<file path="src/design/alf_pkg.sv">
// alf_pkg: shared types, codes and field widths of the ancestry leaf finder.
// No dependencies; every other design file but alf_cfg_if imports this package.
package alf_pkg;

    // Fixed field widths of the channel beats
    localparam int TERM_W  = 10;
    localparam int WSEL_W  = 4;
    localparam int ABITS_W = 64;
    localparam int POS_W   = 4;

    // Default sizing handed to the top level
    localparam int DEF_TERM_CNT  = 1024;
    localparam int DEF_MAX_SET   = 16;
    localparam int DEF_WORD_BITS = 64;

    // Fixed-point shift of the reciprocal used to split a term into word/bit
    localparam int RECIP_SHIFT = 20;

    // Input item function codes
    localparam logic FUNC_WRITE = 1'b0;
    localparam logic FUNC_PUSH  = 1'b1;

    // Output mode register codes
    localparam logic MODE_FLAG    = 1'b0;
    localparam logic MODE_COMPACT = 1'b1;

    // Controller states
    typedef enum logic [3:0] {
        ST_IDLE,
        ST_PREP1,
        ST_WRITE,
        ST_PREP2,
        ST_PUSH,
        ST_EVAL,
        ST_DRAIN,
        ST_SCAN,
        ST_EMIT,
        ST_NONE
    } t_state;

    // Controller to datapath commands
    typedef struct packed {
        logic capture;
        logic prep1;
        logic write;
        logic prep2;
        logic push;
        logic eval_init;
        logic eval_issue;
        logic scan_init;
        logic scan_next;
        logic out_load;
        logic out_none;
        logic set_clear;
    } t_cmd;

    // Datapath to controller status
    typedef struct packed {
        logic func;
        logic last;
        logic last_pair;
        logic busy;
        logic any_leaf;
        logic cand;
        logic is_final;
        logic out_free;
        logic mode;
    } t_status;

endpackage

</file>
<file path="src/design/alf_ctrl.sv">
// alf_ctrl: sequencing state machine of the ancestry leaf finder.
// Depends on alf_pkg for t_state, t_cmd, t_status and the code constants.
module alf_ctrl (
    input  logic             i_clk,
    input  logic             i_rst_n,
    input  logic             i_in_valid,
    output logic             o_in_ready,
    input  alf_pkg::t_status i_sts,
    output alf_pkg::t_cmd    o_cmd
);
    import alf_pkg::*;

    t_state r_state;
    t_state n_state;

    // State register
    always_ff @(posedge i_clk) begin
        if (!i_rst_n) begin
            r_state <= ST_IDLE;
        end else begin
            r_state <= n_state;
        end
    end

    // Next state
    always_comb begin
        n_state = r_state;
        unique case (r_state)
            ST_IDLE: begin
                if (i_in_valid) n_state = ST_PREP1;
            end
            ST_PREP1: begin
                n_state = (i_sts.func == FUNC_WRITE) ? ST_WRITE : ST_PREP2;
            end
            ST_WRITE: n_state = ST_IDLE;
            ST_PREP2: n_state = ST_PUSH;
            ST_PUSH: begin
                n_state = i_sts.last ? ST_EVAL : ST_IDLE;
            end
            ST_EVAL: begin
                if (i_sts.last_pair) n_state = ST_DRAIN;
            end
            ST_DRAIN: begin
                if (!i_sts.busy) begin
                    n_state = (i_sts.mode == MODE_COMPACT && !i_sts.any_leaf) ? ST_NONE
                                                                                : ST_SCAN;
                end
            end
            ST_SCAN: begin
                if (i_sts.cand) n_state = ST_EMIT;
            end
            ST_EMIT: begin
                if (i_sts.out_free) n_state = i_sts.is_final ? ST_IDLE : ST_SCAN;
            end
            ST_NONE: begin
                if (i_sts.out_free) n_state = ST_IDLE;
            end
            default: n_state = ST_IDLE;
        endcase
    end

    // Command outputs
    always_comb begin
        o_cmd      = '0;
        o_in_ready = 1'b0;
        unique case (r_state)
            ST_IDLE: begin
                o_in_ready  = 1'b1;
                o_cmd.capture = i_in_valid;
            end
            ST_PREP1: o_cmd.prep1 = 1'b1;
            ST_WRITE: o_cmd.write = 1'b1;
            ST_PREP2: o_cmd.prep2 = 1'b1;
            ST_PUSH: begin
                o_cmd.push      = 1'b1;
                o_cmd.eval_init = i_sts.last;
            end
            ST_EVAL: o_cmd.eval_issue = 1'b1;
            ST_DRAIN: o_cmd.scan_init = !i_sts.busy;
            ST_SCAN: o_cmd.scan_next = !i_sts.cand;
            ST_EMIT: begin
                o_cmd.out_load  = i_sts.out_free;
                o_cmd.set_clear = i_sts.out_free && i_sts.is_final;
                o_cmd.scan_next = i_sts.out_free && !i_sts.is_final;
            end
            ST_NONE: begin
                o_cmd.out_none  = i_sts.out_free;
                o_cmd.set_clear = i_sts.out_free;
            end
            default: o_cmd = '0;
        endcase
    end

endmodule

</file>
<file path="config.mk">
export PLATFORM = sky130hd
export DESIGN_NAME = alf_ctrl
export DESIGN_NICKNAME = d
export VERILOG_FILES = /design/src/design/alf_pkg.sv /design/src/design/alf_ctrl.sv
export SDC_FILE = /design/constraint.sdc
export NUM_CORES = 1
export LEC_CHECK = 0
export BUFFER_PORTS_ARGS = -buffer_cell sky130_fd_sc_hd__buf_2
export CAP_MARGIN = 5
export CORE_MARGIN = 2
export CORE_UTILIZATION = 28
export DETAILED_ROUTE_END_ITERATION = 6
export PLACE_DENSITY = 0.66
export SETUP_SLACK_MARGIN = 0.02
export SLEW_MARGIN = 20
export SYNTH_ARGS = -nofsm -noshare
export SYNTH_HDL_FRONTEND = slang
export SYNTH_SLANG_ARGS = --single-unit
</file>
<file path="constraint.sdc">
create_clock -name i_clk -period 1.25 [get_ports i_clk]
set_input_delay 0.0625 -clock i_clk [delete_from_list [all_inputs] [get_ports i_clk]]
set_output_delay 0.0625 -clock i_clk [all_outputs]
set_load 0.02 [all_outputs]
</file>
After elaboration in Yosys (flattened, before gate mapping)
Cells that the tools add are included.
{"block": "op_classes", "n_eq_ne": 15, "n_mux": 23, "reduce_logical": 9}
{"cell": "4-bit one-hot mux with 9 select lines", "n": 1}
{"cell": "4-bit two-way mux", "n": 7}
{"cell": "4-bit by 3-bit == test with 1-bit output, second input constant", "n": 4}
{"cell": "2-bit != test, second input constant", "n": 6}
{"cell": "1-bit two-way mux", "n": 10}
{"cell": "4-bit by 2-bit == test with 1-bit output, second input constant", "n": 2}
{"cell": "4-bit == test, second input constant", "n": 2}
{"cell": "3-bit two-way mux", "n": 2}
{"cell": "6-bit AND reduction", "n": 1}
{"cell": "4-bit by 1-bit == test with 1-bit output, second input constant", "n": 1}
{"cell": "1-bit zero test", "n": 4}
{"cell": "4-bit zero test", "n": 1}
{"cell": "1-bit one-hot mux with 2 select lines", "n": 2}
{"cell": "1-bit logical AND", "n": 3}
{"cell": "2-bit two-way mux", "n": 1}
{"block": "word_totals", "register_bits": 4, "in_bits": 12, "out_inout_bits": 13, "elab_cells": 48}

Depth between registers and ports, before layout
Gate-level depths: netlist of the first run.
{"block": "logic_depth", "ltp_word": 5, "mapped_depth": 6, "depth_no_buf": 4}

Least setup slack after synthesis of the first run
No wires, ideal clock.
{"block": "synth_path", "path_type": "register to output", "start": "reg r_state[0]", "end": "out o_cmd[11] in the netlist's numbering", "t_arrival_ns": 1.744, "required_ns": 1.188, "path_slack_ns": -0.557, "path_stages_with_launch": 5, "path_buffers": 2, "path_cell_list": "dfxtp_1 > buf_6 > clkbuf_1 > nor4_1 > and2_1"}
{"item": "from (decl)", "line": "alf_ctrl.sv:13", "source": "t_state r_state;"}
{"item": "from (signal assigned)", "line": "alf_ctrl.sv:21", "source": "r_state <= n_state;"}
{"item": "to (decl)", "line": "alf_ctrl.sv:9", "source": "output alf_pkg::t_cmd o_cmd"}

==> results.tsv, run 1 <==
stage	metric	value	unit
detailed_routing	antenna viol nets, final	0	
synth	Mapped Area	551	µm²
grt	vias in the first global route	733	
clock_network	Hold Buf Count CTS	0	
clock_network	Clock Sinks	4	
power_and_ir_drop	maximum vdd drop	0.000298	V
layout	Area Growth Syn to Fin	107	%
grt	Tot GR Track Use	0.169	
timing	RSZ-0062 raised after global routing	yes	
timing	Final TNS setup	-2.11	ns
clock_network	CTS buffer count	3	
synth	Synth Area in Simple Gates	0.455	
layout	nets@finish	133	
placed_design	dpl ws	-0.0750	ns
status	status	finished, violations left	
synth	area share of the largest cell type after synthesis	0.145	
timing	post-route setup slack	-0.227	ns
detailed_routing	vias	734	
clock_network	CTS tree	done	
synth	xor and xnor area share after synthesis	0.0159	
synth	mux share of post-synthesis cell area	0.0182	
grt	first-pass GRT wire length	3130	µm
synth	Mapped Nets	86	
clock_network	root buffer cell	clkbuf_4	
synth	Syn Inst Count	74	
layout	Most flops, register	r_state	
layout	max reg flops	4	
clock_network	H-tree depth	1	
timing	Max-slew headroom	0.828	
layout	fill count	143	
synth	Seq/Total Area, Yosys	0.145	
floorplanning	Die ar.	2340	µm²
synth	Async SR Flop Fraction	0	
grt	largest net degree at the start of global routing	10	
clock_network	clock buffer depth	2	
worst_setup_path	Worst Path Max Fanout	7	
synth	cell taking the most area after synthesis	dfxtp_1	
run	max_cap viols	0	
floorplanning	Std-Cell Rows	16	
timing	worst hold margin	0.110	ns
synth	number of flops mapped to enable cells by yosys	0	
detailed_routing	via/cell ratio	5.03	
placed_design	DP HPWL	1330	µm
timing	fmax	677	MHz
synth	adder-cell share of the synthesized area	0	
worst_setup_path	CP Data Required Time	1.19	ns
timing	endpoints failing hold	0	
grt	antenna violations before repair	0	
clock_network	clk_lat worst skew	0.24	ns
floorplanning	Chip Width	48.3	µm
clock_network	Reg clk slew, reported paths	0.05	ns
detailed_routing	drt drc	0	
detailed_routing	wirelength, routed	2130	µm
timing	Worst Clk Skew	0.00927	ns
timing	Tmin final	1.48	ns
detailed_routing	WL/cell	14.6	µm
floorplanning	starting density of the core	0.289	
hold_path	Worst Hold Class	primary input to flop	
grt	GRT Residual Overflow	0	
synth	syn avg cell area	7.44	µm²
synth	top cells by area, synth	dfxtp_1 (15%), nor2_1 (8.2%), buf_6 (6.1%)	
detailed_routing	Initial DRC Count	1	
synth	Synth cell types	37	
floorplanning	Core Region	1900	µm²
power_and_ir_drop	Pleak	0.489	nW
layout	post-route core utilization	0.599	
synth	Seq cells post-synth	4	
synth	Top FF cell, synth	dfxtp_1	
status	failing checks	negative setup slack	
worst_setup_path	Worst setup EP type	output port	
synth	Synth warnings	0	
floorplanning	I/O pin count	25	
worst_setup_path	CP Launch Type	flop	
layout	ant diodes	0	
layout	layout cells sized above 1	0.689	
synth	Synth Area in Compound Gates	0.250	
layout	Largest regs	r_state: 4 flops	
placed_design	PortBufs	24	
power_and_ir_drop	PwrDens	687	nW/µm²
worst_setup_path	kind of critical path	flop to output port	
timing	Slew @ Worst Pin	0.256	ns
timing	fin crit share	1.18	
timing	Slew Viols, Final	0	
placed_design	RePlAce Congestion	0.785	
timing	final setup violation count	16	
worst_setup_path	Worst EP arrival	1.41	ns
floorplanning	chip height	48.3	µm
synth	largest family of logic cells by synthesized area	simple AND/OR/NAND/NOR gates	
detailed_routing	DRT Pass-1 Iters	3	
==> critical path, cell delays in order, from the launching register on <==
cell and delay, ns:
dfxtp_4 0.35, buf_4 0.17, nor4_4 0.32, and2_2 0.20
buf_4 0.13
==> logic make-up after synthesis <==
family / after synthesis
compound gates: 16
simple gates: 44
flops: 4
xor+xnor: 1
mux: 1
buf+inv: 8
==> cells in the final DEF, fill, tap and decap left out, drive strengths merged, types with 2 or more instances in the layout <==
cell and n:
a21oi 2, nand2 8, dfxtp 4, buf 48, nor2 12, inv 2
o2bb2ai 3, nor4 2, and2 3, o21ai 4, and2b 2, or2b 2
nor3 7, clkbuf 3
==> per-layer routing <==
layer / vias up / routed length (µm) / track usage / part of all wire
met3: 2 / 65 / 0.0494 / 0.030
met2: 16 / 1250 / 0.347 / 0.59
met1: 357 / 792 / 0.167 / 0.37
li1: 359 / - / - / -
met4: 0 / 21 / 0.0238 / 0.0098
met5: - / 0 / 0 / 0
==> stage by stage <==
stage / cells / cell area [µm²] / power (mW)
after global routing: 146 / 1140 / 0.823
after global placement: 133 / 842 / 0.482
after floorplan: 74 / 649 / 0.388
after CTS: 141 / 1040 / 0.731
final: 146 / 1140 / 0.783
after detailed placement: 133 / 842 / 0.487
==> cells in the mapped netlist, types with 2 or more instances <==
library cell	count
a21oi_1	2
and2_1	3
buf_6	3
dfxtp_1	4
inv_1	2
nand2_1	8
nor2_1	12
nor3_1	5
nor3_2	2
nor4_1	2
o21ai_0	3
o2bb2ai_1	2
or2b_2	2
==> worst paths after layout <==
kind	from	end	slack [ns]	depth (start not counted)
min reg2reg	r_state[1]	r_state[1]	0.78	3
max reg2reg	r_state[1]	r_state[2]	-0.13	5
max	r_state[3]	o_cmd[11]	-0.23	4
min	i_rst_n	r_state[2]	0.11	3
==> power breakdown <==
part	leakage (nW)	internal, mW	switching (mW)	total (mW)
Combinational	0.439	0.229	0.228	0.457
Sequential	0.0355	0.137	0.0168	0.154
Clock	0.0138	0.108	0.0635	0.172
Total	0.489	0.474	0.309	0.783
==> area by class of cell <==
class	instances	area, µm²	area share
clock buffer	3	22.5	0.0198
inverter	2	10.0	0.00878
multi-input combinational	62	574	0.504
sequential	4	95.1	0.0834
tap	27	33.8	0.0296
timing repair buffer	48	404	0.355
==> timing repair <==
item	CTS	global route
pin swaps	7	14
setup endpoints to repair	14	17
gates resized for setup	43	15
buffers inserted	5	5
hold endpoints to repair	0	0
gates cloned	0	0
(Power assumes the default switching activity.)
==> run 2, diff against run 1 <==
--- a/config.mk
+++ b/config.mk
@@ -5,12 +5,13 @@
 export SDC_FILE = /design/constraint.sdc
 export NUM_CORES = 1
 export LEC_CHECK = 0
+export ABC_AREA = 1
 export BUFFER_PORTS_ARGS = -buffer_cell sky130_fd_sc_hd__buf_2
 export CAP_MARGIN = 5
 export CORE_MARGIN = 2
 export CORE_UTILIZATION = 28
 export DETAILED_ROUTE_END_ITERATION = 6
-export PLACE_DENSITY = 0.66
+export PLACE_DENSITY = 0.68
 export SETUP_SLACK_MARGIN = 0.02
 export SLEW_MARGIN = 20
 export SYNTH_ARGS = -nofsm -noshare
==> results.tsv, run 2 <==
stage	metric	value	unit
status	status	finished, violations left	
status	failing checks	negative setup slack	
detailed_routing	via/cell ratio	4.76	
timing	worst hold margin	0.112	ns
grt	vias in the first global route	527	
synth	Seq/Total Area, Yosys	0.171	
worst_setup_path	Worst setup EP type	output port	
grt	antenna violations before repair	0	
layout	commonest non-fill, non-tap cell in the layout	buf_2	
synth	cell taking the most area after synthesis	dfxtp_1	
worst_setup_path	Worst Path Max Fanout	8	
worst_setup_path	Worst EP arrival	1.27	ns
timing	Max-slew headroom	0.849	
clock_network	CTS tree	done	
synth	syn avg cell area	6.02	µm²
layout	max reg flops	4	
synth	Seq cells post-synth	4	
synth	Mapped Nets	90	
placed_design	RePlAce Congestion	0.830	
layout	Most flops, register	r_state	
floorplanning	Chip Width	44.9	µm
layout	Largest regs	r_state: 4 flops	
grt	first-pass GRT wire length	2140	µm
synth	synth cell count leaders	nand2_1 (15), inv_1 (11), nor2_1 (7), inv_2 (6), nand3_1 (5)	
timing	final setup violation count	11	
power_and_ir_drop	Total Power	791	µW
synth	area share of the largest cell type after synthesis	0.171	
power_and_ir_drop	Pleak	0.472	nW
synth	Synth warnings	0	
worst_setup_path	CP Data Required Time	1.19	ns
layout	nets@finish	128	
timing	fin crit share	1.07	
worst_setup_path	CP Launch Type	flop	
hold_path	Worst Hold Class	primary input to flop	
clock_network	H-tree depth	1	
synth	Async SR Flop Fraction	0	
timing	Slew Viols, Final	0	
timing	endpoints failing hold	0	
detailed_routing	drt drc	0	
layout	most frequent cells in the layout	buf_2 (17), buf_4 (15), nand2_1 (14)	
layout	ant diodes	0	
synth	most frequent cell after synthesis	nand2_1	
synth	Top FF cell, synth	dfxtp_1	
clock_network	Reg clk slew, reported paths	0.04	ns
layout	layout cells sized above 1	0.605	
detailed_routing	WL/cell	11.0	µm
layout	fill count	150	
placed_design	dpl ws	-0.0444	ns
floorplanning	I/O pin count	25	
grt	Tot GR Track Use	0.141	
floorplanning	Die ar.	2020	µm²
clock_network	Clock Sinks	4	
run	max_cap viols	0	
power_and_ir_drop	maximum vdd drop	0.000462	V
clock_network	clock buffer depth	2	
clock_network	clk_lat worst skew	0.25	ns
layout	area occupied by multi-input gates	344	µm²
worst_setup_path	kind of critical path	flop to output port	
placed_design	DP HPWL	1060	µm
timing	fmax	750	MHz
clock_network	root buffer cell	clkbuf_4	
synth	number of flops mapped to enable cells by yosys	0	
floorplanning	Std-Cell Rows	14	
synth	Syn Inst Count	78	
timing	Tmin final	1.33	ns
detailed_routing	Initial DRC Count	13	
floorplanning	Core Region	1540	µm²
detailed_routing	DRT Pass-1 Iters	4	
timing	post-route setup slack	-0.0832	ns
floorplanning	chip height	44.9	µm
grt	GRT Residual Overflow	0	
placed_design	PortBufs	24	
detailed_routing	wirelength, routed	1430	µm
floorplanning	starting density of the core	0.304	
placed_design	placed instance area	629	µm²
timing	Worst Clk Skew	0.00793	ns
detailed_routing	antenna viol nets, final	0	
timing	RSZ-0062 raised after global routing	yes	
synth	top cells by area, synth	dfxtp_1 (17%), nand2_1 (12%), inv_1 (8.8%)	
detailed_routing	vias	619	
synth	Synth cell types	21	
power_and_ir_drop	PwrDens	1020	nW/µm²
layout	Area Growth Syn to Fin	65.9	%
timing	Final TNS setup	-0.529	ns
timing	Slew @ Worst Pin	0.226	ns
grt	largest net degree at the start of global routing	9	
synth	Mapped Area	469	µm²
clock_network	CTS buffer count	3	
layout	Final Cell Area	778	µm²
clock_network	Hold Buf Count CTS	0	
layout	Storage cell area	92.6	µm²
[run 2: cell count changes after synthesis, moves of 3 or more]
cell,previous run,this run
nand3_1,1,5
nand2_1,8,15
nor3_1,5,2
nand2_2,0,4
inv_1,2,11
nor2_4,0,3
inv_2,0,6
and2_1,3,0
nor2_1,12,7
nor2_2,0,3
[run 2: layer usage]
layer	GRT usage	up-vias	part of all wire
met5	0	-	0
met4	0.0529	0	0.016
met3	0.0120	2	0.064
met2	0.226	24	0.48
met1	0.194	274	0.44
li1	-	319	-
[run 2: timing repair]
| item | in CTS | in global routing |
|---|---|---|
| buffers inserted | 3 | 3 |
| gates resized for setup | 16 | 12 |
| pin swaps | 4 | 3 |
| setup endpoints to repair | 17 | 17 |
| endpoints found under the hold margin | 0 | 0 |
[run 2: path summary, 6_finish.rpt]
kind / slack [ns] / end / depth (start not counted) / startpoint
max: -0.08 / o_cmd[4] / 6 / r_state[2]
min: 0.11 / r_state[2] / 3 / i_rst_n
max reg2reg: -0.03 / r_state[2] / 9 / r_state[2]
min reg2reg: 0.53 / r_state[2] / 2 / r_state[2]
[run 2: cells by family (layout without fill, tap and decap cells)]
logic type	after synthesis	count (layout)	share of synthesized area
AO/OA/AOI/OAI	10	10	0.123
AND/OR/NAND/NOR	44	44	0.515
buffers and inverters	20	56	0.192
flip-flops	4	4	0.171
[run 2: layout make-up]
cell class                      count  share of cell area
Multi-Input combinational cell     54               0.442
Timing Repair Buffer               35               0.297
Sequential cell                     4               0.119
Inverter                           18              0.0868
Clock buffer                        3              0.0289
Tap cell                           16              0.0257
[run 2: where the power goes]
| part | total (mW) | internal [mW] | switching [mW] |
|---|---|---|---|
| Clock | 0.170 | 0.108 | 0.0621 |
| Combinational | 0.432 | 0.173 | 0.259 |
| Sequential | 0.189 | 0.150 | 0.0389 |
| Total | 0.791 | 0.431 | 0.360 |
[run 2: worst max-delay path, stage by stage (launching register included)]
cell	delay [ns]
dfxtp_4	0.37
inv_2	0.05
nor2_4	0.18
buf_4	0.16
nand2_4	0.06
nor2_4	0.09
buf_6	0.12
[run 2: per-stage QoR]
stage | utilization | cells
floorplan | - | 78
global placement | 0.408 | 121
detailed placement | 0.408 | 121
CTS | 0.461 | 127
global route | 0.505 | 130
finish | 0.505 | 130
==> run 3, diff against run 2 <==
--- a/config.mk
+++ b/config.mk
@@ -12,8 +12,9 @@
 export CORE_UTILIZATION = 28
 export DETAILED_ROUTE_END_ITERATION = 6
 export PLACE_DENSITY = 0.68
-export SETUP_SLACK_MARGIN = 0.02
+export SETUP_SLACK_MARGIN = 0.4
 export SLEW_MARGIN = 20
 export SYNTH_ARGS = -nofsm -noshare
 export SYNTH_HDL_FRONTEND = slang
 export SYNTH_SLANG_ARGS = --single-unit
+export TNS_END_PERCENT = 50
==> results.tsv, run 3 (same netlist as run 2, synthesis figures left out) <==
stage	metric	value	unit
layout	post-route core utilization	0.545	
power_and_ir_drop	Pleak	0.481	nW
worst_setup_path	Worst setup EP type	output port	
timing	endpoints failing hold	0	
layout	final cell count without fillers	129	
placed_design	Placed Cells	123	
detailed_routing	WL/cell	11.5	µm
floorplanning	Std-Cell Rows	14	
timing	fmax	744	MHz
layout	Area Growth Syn to Fin	79.2	%
timing	Tmin final	1.34	ns
clock_network	CTS tree	done	
worst_setup_path	Critical-path top delay cell	dfxtp_4	
detailed_routing	antenna viol nets, final	0	
power_and_ir_drop	maximum vdd drop	0.000446	V
placed_design	DP HPWL	1090	µm
worst_setup_path	Worst EP arrival	1.28	ns
detailed_routing	via/cell ratio	4.84	
worst_setup_path	Worst Path Max Fanout	5	
detailed_routing	DRT Pass-1 Iters	4	
clock_network	clock buffer depth	2	
layout	nets@finish	127	
layout	Most flops, register	r_state	
worst_setup_path	cell count of the worst reg-to-reg path	7	
worst_setup_path	CP Data Required Time	1.19	ns
power_and_ir_drop	Total Power	843	µW
grt	Tot GR Track Use	0.157	
floorplanning	Die ar.	2020	µm²
floorplanning	Core Region	1540	µm²
grt	vias in the first global route	576	
status	status	finished, violations left	
clock_network	Hold Buf Count CTS	0	
detailed_routing	wirelength, routed	1480	µm
timing	Worst Clk Skew	0.00322	ns
floorplanning	I/O pin count	25	
clock_network	Reg clk slew, reported paths	0.04	ns
timing	fin crit share	1.07	
layout	layout cells sized above 1	0.655	
layout	fill count	148	
placed_design	PortBufs	24	
worst_setup_path	crit-path cells	inv_4 > nor2_4 > nand4_4 > o21ai_2 > buf_6	
power_and_ir_drop	PwrDens	1000	nW/µm²
worst_setup_path	CP Launch Type	flop	
worst_setup_path	FF-to-FF End	r_state[0]	
hold_path	hold-critical path endpoint	r_state[3]	
grt	antenna violations before repair	0	
clock_network	CTS buffer count	3	
worst_setup_path	r2r setup slk	-0.06	ns
run	max_cap viols	0	
grt	first-pass GRT wire length	2280	µm
floorplanning	starting density of the core	0.304	
worst_setup_path	kind of critical path	flop to output port	
layout	most frequent cells in the layout	buf_2 (15), nand2_1 (12), buf_4 (10)	
layout	commonest non-fill, non-tap cell in the layout	buf_2	
floorplanning	chip height	44.9	µm
detailed_routing	vias	625	
timing	Slew @ Worst Pin	0.250	ns
timing	worst hold margin	0.0930	ns
clock_network	root buffer cell	clkbuf_4	
layout	max reg flops	4	
timing	post-route setup slack	-0.0935	ns
clock_network	H-tree depth	1	
layout	Largest regs	r_state: 4 flops	
detailed_routing	Initial DRC Count	11	
status	failing checks	negative setup slack	
detailed_routing	drt drc	0	
grt	GRT Residual Overflow	0	
layout	ant diodes	0	
timing	Max-slew headroom	0.833	
worst_setup_path	slowest stage delay, CP	0.39	ns
hold_path	Hold Path Depth	3	
hold_path	Worst Hold Class	primary input to flop	
worst_setup_path	worst r2r src	r_state[2]	
hold_path	Worst Min Path Start	i_rst_n	
clock_network	clk_lat worst skew	0.24	ns
clock_network	Clock Sinks	4	
placed_design	RePlAce Congestion	0.888	
timing	Slew Viols, Final	0	
timing	final setup violation count	11	
worst_setup_path	CP bufs+invs	2	
floorplanning	Chip Width	44.9	µm
worst_setup_path	delay-heaviest family, CP	flip-flops	
grt	largest net degree at the start of global routing	7	
timing	RSZ-0062 raised after global routing	yes	
[run 3: worst max path at each step]
stage                     startpoint    endpoint  slack [ns]  cells past startpoint
after floorplan           r_state[1]  r_state[2]        0.12                      9
after global placement    r_state[1]  r_state[2]       -0.06                      8
after detailed placement  r_state[1]  r_state[0]       -0.05                      6
after CTS                 r_state[2]    o_cmd[5]       -0.08                      6
after global routing      r_state[2]    o_cmd[3]       -0.15                      5
final                     r_state[2]    o_cmd[3]       -0.09                      5
[run 3: metal layers]
layer  GRT usage  vias to the layer above  routed length [µm]
li1            -                      317                   -
met1       0.180                      275                 606
met2       0.251                       28                 738
met3      0.0240                        5                  94
met4       0.135                        0                  43
met5           0                        -                   0
[run 3: through the flow]
| stage | setup WS (ns) | setup TNS [ns] | cell area (µm²) |
|---|---|---|---|
| finish | -0.0935 | -0.534 | 841 |
| global route | -0.148 | -1.48 | 841 |
| CTS | -0.0757 | -0.598 | 798 |
| detailed placement | -0.0503 | -0.132 | 672 |
| global placement | -0.0594 | -0.197 | 672 |
| floorplan | 0.119 | 0 | 502 |
[run 3: worst register-to-register path: stages (launching register included)]
cell     delay [ns]
dfxtp_4        0.39
inv_4          0.04
nor2_4         0.21
buf_6          0.15
nand3_1        0.07
nand3_2        0.14
o21ai_0        0.10
a21oi_1        0.14
[run 3: power by group]
| group | internal [mW] | switching, mW |
|---|---|---|
| combinational | 0.200 | 0.283 |
| sequential | 0.148 | 0.0402 |
| clock | 0.108 | 0.0632 |
| total | 0.457 | 0.386 |
[run 3: area by class of cell]
cell class | instances | area, µm² | area share
Multi-Input combinational cell | 54 | 379 | 0.451
Timing Repair Buffer | 34 | 251 | 0.299
Sequential cell | 4 | 95.1 | 0.113
Inverter | 18 | 72.6 | 0.0863
Clock buffer | 3 | 22.5 | 0.0268
Tap cell | 16 | 20.0 | 0.0238
[run 3: timing repair]
action | 4_1_cts | 5_1_grt
gates resized for setup | 27 | 12
endpoints found under the setup margin | 17 | 17
setup buffers | 3 | 0
pin swaps | 2 | 6
